--- src/design/xsr_pkg.sv ---
package xsr_pkg;

  localparam int TABLE_DEPTH = 4096;
  localparam int IDX_W       = $clog2(TABLE_DEPTH);
  localparam int CNT_W       = IDX_W + 1;
  localparam int VALUE_W     = 64;
  localparam int GEN_W       = 32;
  localparam int RUN_W       = 7;
  localparam int MAX_RUN     = 64;

  localparam logic [1:0] CMD_CLEAR  = 2'd0;
  localparam logic [1:0] CMD_APPEND = 2'd1;
  localparam logic [1:0] CMD_DRAW   = 2'd2;

  localparam logic STATUS_OK    = 1'b0;
  localparam logic STATUS_EMPTY = 1'b1;

  typedef struct packed {
    logic             start;
    logic [GEN_W-1:0] dividend;
    logic [CNT_W-1:0] divisor;
  } div_req_t;

  typedef struct packed {
    logic             done;
    logic [CNT_W-1:0] remainder;
  } div_rsp_t;

  function automatic logic [GEN_W-1:0] xs_step(input logic [GEN_W-1:0] s);
    logic [GEN_W-1:0] a;
    logic [GEN_W-1:0] b;
    a = s ^ (s << 13);
    b = a ^ (a >> 17);
    return b ^ (b << 5);
  endfunction

endpackage

--- src/design/xsr_divider.sv ---
module xsr_divider (
  input  logic              clk,
  input  logic              rst,
  input  xsr_pkg::div_req_t req,
  output xsr_pkg::div_rsp_t rsp
);

  logic [xsr_pkg::GEN_W-1:0]         quo;
  logic [xsr_pkg::CNT_W-1:0]         rem;
  logic [xsr_pkg::CNT_W-1:0]         divisor;
  logic [$clog2(xsr_pkg::GEN_W)-1:0] cnt;
  logic                              busy;
  logic                              done;
  logic [xsr_pkg::CNT_W:0]           trial;
  logic [xsr_pkg::CNT_W:0]           diff;
  logic [xsr_pkg::CNT_W-1:0]         rem_next;

  always_comb begin
    trial = {rem, quo[xsr_pkg::GEN_W-1]};
    diff  = trial - {1'b0, divisor};
    if (trial >= {1'b0, divisor}) begin
      rem_next = diff[xsr_pkg::CNT_W-1:0];
    end else begin
      rem_next = trial[xsr_pkg::CNT_W-1:0];
    end
  end

  always_ff @(posedge clk) begin
    if (rst) begin
      busy <= 1'b0;
      done <= 1'b0;
    end else begin
      if (req.start) begin
        busy <= 1'b1;
      end else if (busy && (cnt == '1)) begin
        busy <= 1'b0;
      end
      done <= !req.start && busy && (cnt == '1);
    end
  end

  always_ff @(posedge clk) begin
    if (req.start) begin
      quo     <= req.dividend;
      divisor <= req.divisor;
      rem     <= '0;
      cnt     <= '0;
    end else if (busy) begin
      quo <= quo << 1;
      rem <= rem_next;
      cnt <= cnt + 1'b1;
    end
  end

  assign rsp.done      = done;
  assign rsp.remainder = rem;

endmodule

--- config.mk ---
export PLATFORM = sky130hd
export DESIGN_NAME = xsr_divider
export DESIGN_NICKNAME = d
export VERILOG_FILES = /design/src/design/xsr_pkg.sv /design/src/design/xsr_divider.sv
export SDC_FILE = /design/constraint.sdc
export NUM_CORES = 1
export LEC_CHECK = 0
export ABC_AREA = 0
export BUFFER_PORTS_ARGS = -buffer_cell sky130_fd_sc_hd__buf_2
export CAP_MARGIN = 20
export CORE_ASPECT_RATIO = 1.2
export CORE_MARGIN = 3
export CORE_UTILIZATION = 60
export DETAILED_ROUTE_END_ITERATION = 12
export PLACE_DENSITY = 0.95
export SLEW_MARGIN = 5
export SYNTH_ARGS = -nofsm -noshare
export SYNTH_HDL_FRONTEND = slang
export SYNTH_SLANG_ARGS = --single-unit
--- constraint.sdc ---
create_clock -name clk -period 6.4 [get_ports clk]
set_input_delay 1.28 -clock clk [delete_from_list [all_inputs] [get_ports clk]]
set_output_delay 1.28 -clock clk [all_outputs]
set_load 0.02 [all_outputs]
==> metrics.yaml <==
rsz0062_at_grt: "false"
syn_area_per_cell_um2: 12.4
synth_edf_count: 45
min_path_type: "flop to flop"
syn-instance-count: 267
period_needed_ns: 2.94
wl_um: 6520
dr_total_vias: 2296
port_buffers: 61
required_ns: 6.63
die_w_um: 73.8
regArea_um2: 1750
cts_resized: 0
worstSkewPairLatency_ns: 0.35
slew_violations: 0
drive_gt1_frac: 0.360
fp-row-count: 28
ios: 62
p_total_uw: 1080
core_area_um2: 5110
root_buffer: "clkbuf_8"
grt_pass1_wl_um: 10600
fin_skew_ns: 0.0156
holdBufCountCts: 0
netlist_area_um2: 3310
start_kind: "flop"
start_util: 0.646
finalHoldViolations: 0
vdd_drop_max_uv: 199
synth_cell_types: 49
cts.reportedPaths.clkPinSlew_ns: 0.07
grt_usage: 0.219
ys.flop_type: "edfxtp_1"
layout_common_cells: "61 x buf_2, 45 x edfxtp_1, 31 x mux2_2, 22 x nor2_1, 20 x dfxtp_1"
grt_max_degree: 67
yosys_warnings: 0
power_leakage_uw: 0.00164
num-nets-final: 392
power.density_nw_per_um2: 280
wire_per_inst_um: 16.6
clock_path_buffers: 2
htreeDepth: 3
fin_hold_ws_ns: 0.525
syn_nets: 331
die_area_um2: 6440
cts_made_buffers: 9
first_pass_iters: 4
ant_nets: 0
grt_pass1_vias: 2385
vias_per_cell: 5.84
fmax_mhz: 340
drc: 0
area_growth_pct: 16.0
worstSetupEndpointType: "flop"
ys_seq_area_frac: 0.530
cts_tree: "yes"
path_max_fanout: 16
synth-seq-cells: 65
die_y_um: 87.3
synthArstFlopShare: 0
multi_input_area_um2: 1410
final_common_cell: "buf_2"
diodes: 0
max_slew_margin: 0.498
cp.arrival_ns: 3.17
drt-initial-drc-count: 174
status: "complete, no violations"
finalSetupViolCount: 0
fin_tns_setup_ns: 0
antenna_found_initial: 0
dp_hpwl_um: 4440
tightest_slew_ns: 0.754
period_share: 0.459
cts_sinks: 65
post_cts_buffers: 0
grt-ovfl-total: 0
drv_cap: 0
fillers: 329
criticalPathCategory: "flop to flop"
place.gp.congestion: 0.806
## cells in the mapped netlist, drive strengths merged, types with 2 or more instances
library cell / number / area [um2]
edfxtp: 45 / 1350
mux2: 31 / 349
nor2: 23 / 93.8
dfxtp: 20 / 400
inv: 18 / 67.6
ha: 15 / 188
a211oi: 13 / 115
mux2i: 12 / 120
clkbuf: 10 / 37.5
nand2: 10 / 40.0
xnor2: 9 / 78.8
a21oi: 8 / 40.0
o21ai: 7 / 38.8
buf: 4 / 41.3
xor2: 4 / 35.0
and2: 3 / 20.0
nand4: 3 / 18.8
nor3: 3 / 15.0
o21a: 3 / 22.5
a21o: 2 / 16.3
nand2b: 2 / 15.0
nand3: 2 / 10.0
nor4: 2 / 12.5
o2111ai: 2 / 17.5
o311ai: 2 / 17.5
## logic make-up (layout without fill, tap and decap cells)
group	Yosys count	count (layout)	synth area share
flops	65	65	0.530
simple gates	55	55	0.0848
compound gates	43	43	0.102
mux	43	43	0.142
buf+inv	32	98	0.0443
fa+ha+maj	16	16	0.0628
xor+xnor	13	13	0.0344
## worst paths after layout
kind | from | end | slack [ns] | cells after the start
worst max-delay path | quo[31] | rem[12] | 3.46 | 10
worst min-delay path | rem[7] | rem[7] | 0.53 | 2
worst min register to register | rem[7] | rem[7] | 0.53 | 2
worst max register to register | quo[31] | rem[12] | 3.46 | 10
## flip-flops by register name (all words and copies together), names as in the netlist
register	count
busy	1
quo	32
done	1
divisor	13
rem	13
cnt	5
## stage by stage
stage / instance area (um2) / cells / utilization / worst slack, ns
floorplan: 3310 / 267 / - / 3.51
global placement: 3620 / 376 / 0.708 / 3.08
CTS: 3810 / 392 / 0.745 / 3.41
finish: 3840 / 393 / 0.750 / 3.46
global route: 3840 / 393 / 0.750 / 3.31
detailed placement: 3620 / 376 / 0.708 / 3.02
## metal layers
metal  wire length [um]  share of wire  track usage  up-vias
met2               3390           0.52        0.360       76
met3                390          0.060       0.0774       22
met1               2530           0.39        0.244     1097
li1                   -              -            -     1101
met4                206          0.032        0.120        0
met5                  0              0            0        -
## cell type report
type / instances / share of cell area
Tap cell: 60 / 0.0196
Clock buffer: 10 / 0.0333
Inverter: 18 / 0.0176
Multi-Input combinational cell: 170 / 0.367
Timing Repair Buffer: 64 / 0.0907
Clock inverter: 6 / 0.0153
Sequential cell: 65 / 0.457
## worst max-delay path: stages, from the launching register on
cell      delay, ns
edfxtp_1       0.37
inv_1          0.06
ha_1           0.23
fa_1           0.41
nand2b_2       0.22
a211oi_2       0.30
a211oi_4       0.10
o21ai_2        0.17
a41oi_4        0.36
and3b_2        0.35
nor4_1         0.27
## power breakdown
| group | switching, uW | internal (uW) |
|---|---|---|
| Sequential | 19.7 | 494 |
| Combinational | 122 | 104 |
| Clock | 158 | 177 |
| Total | 300 | 775 |
Note: power is estimated with default switching activity, not from simulation.
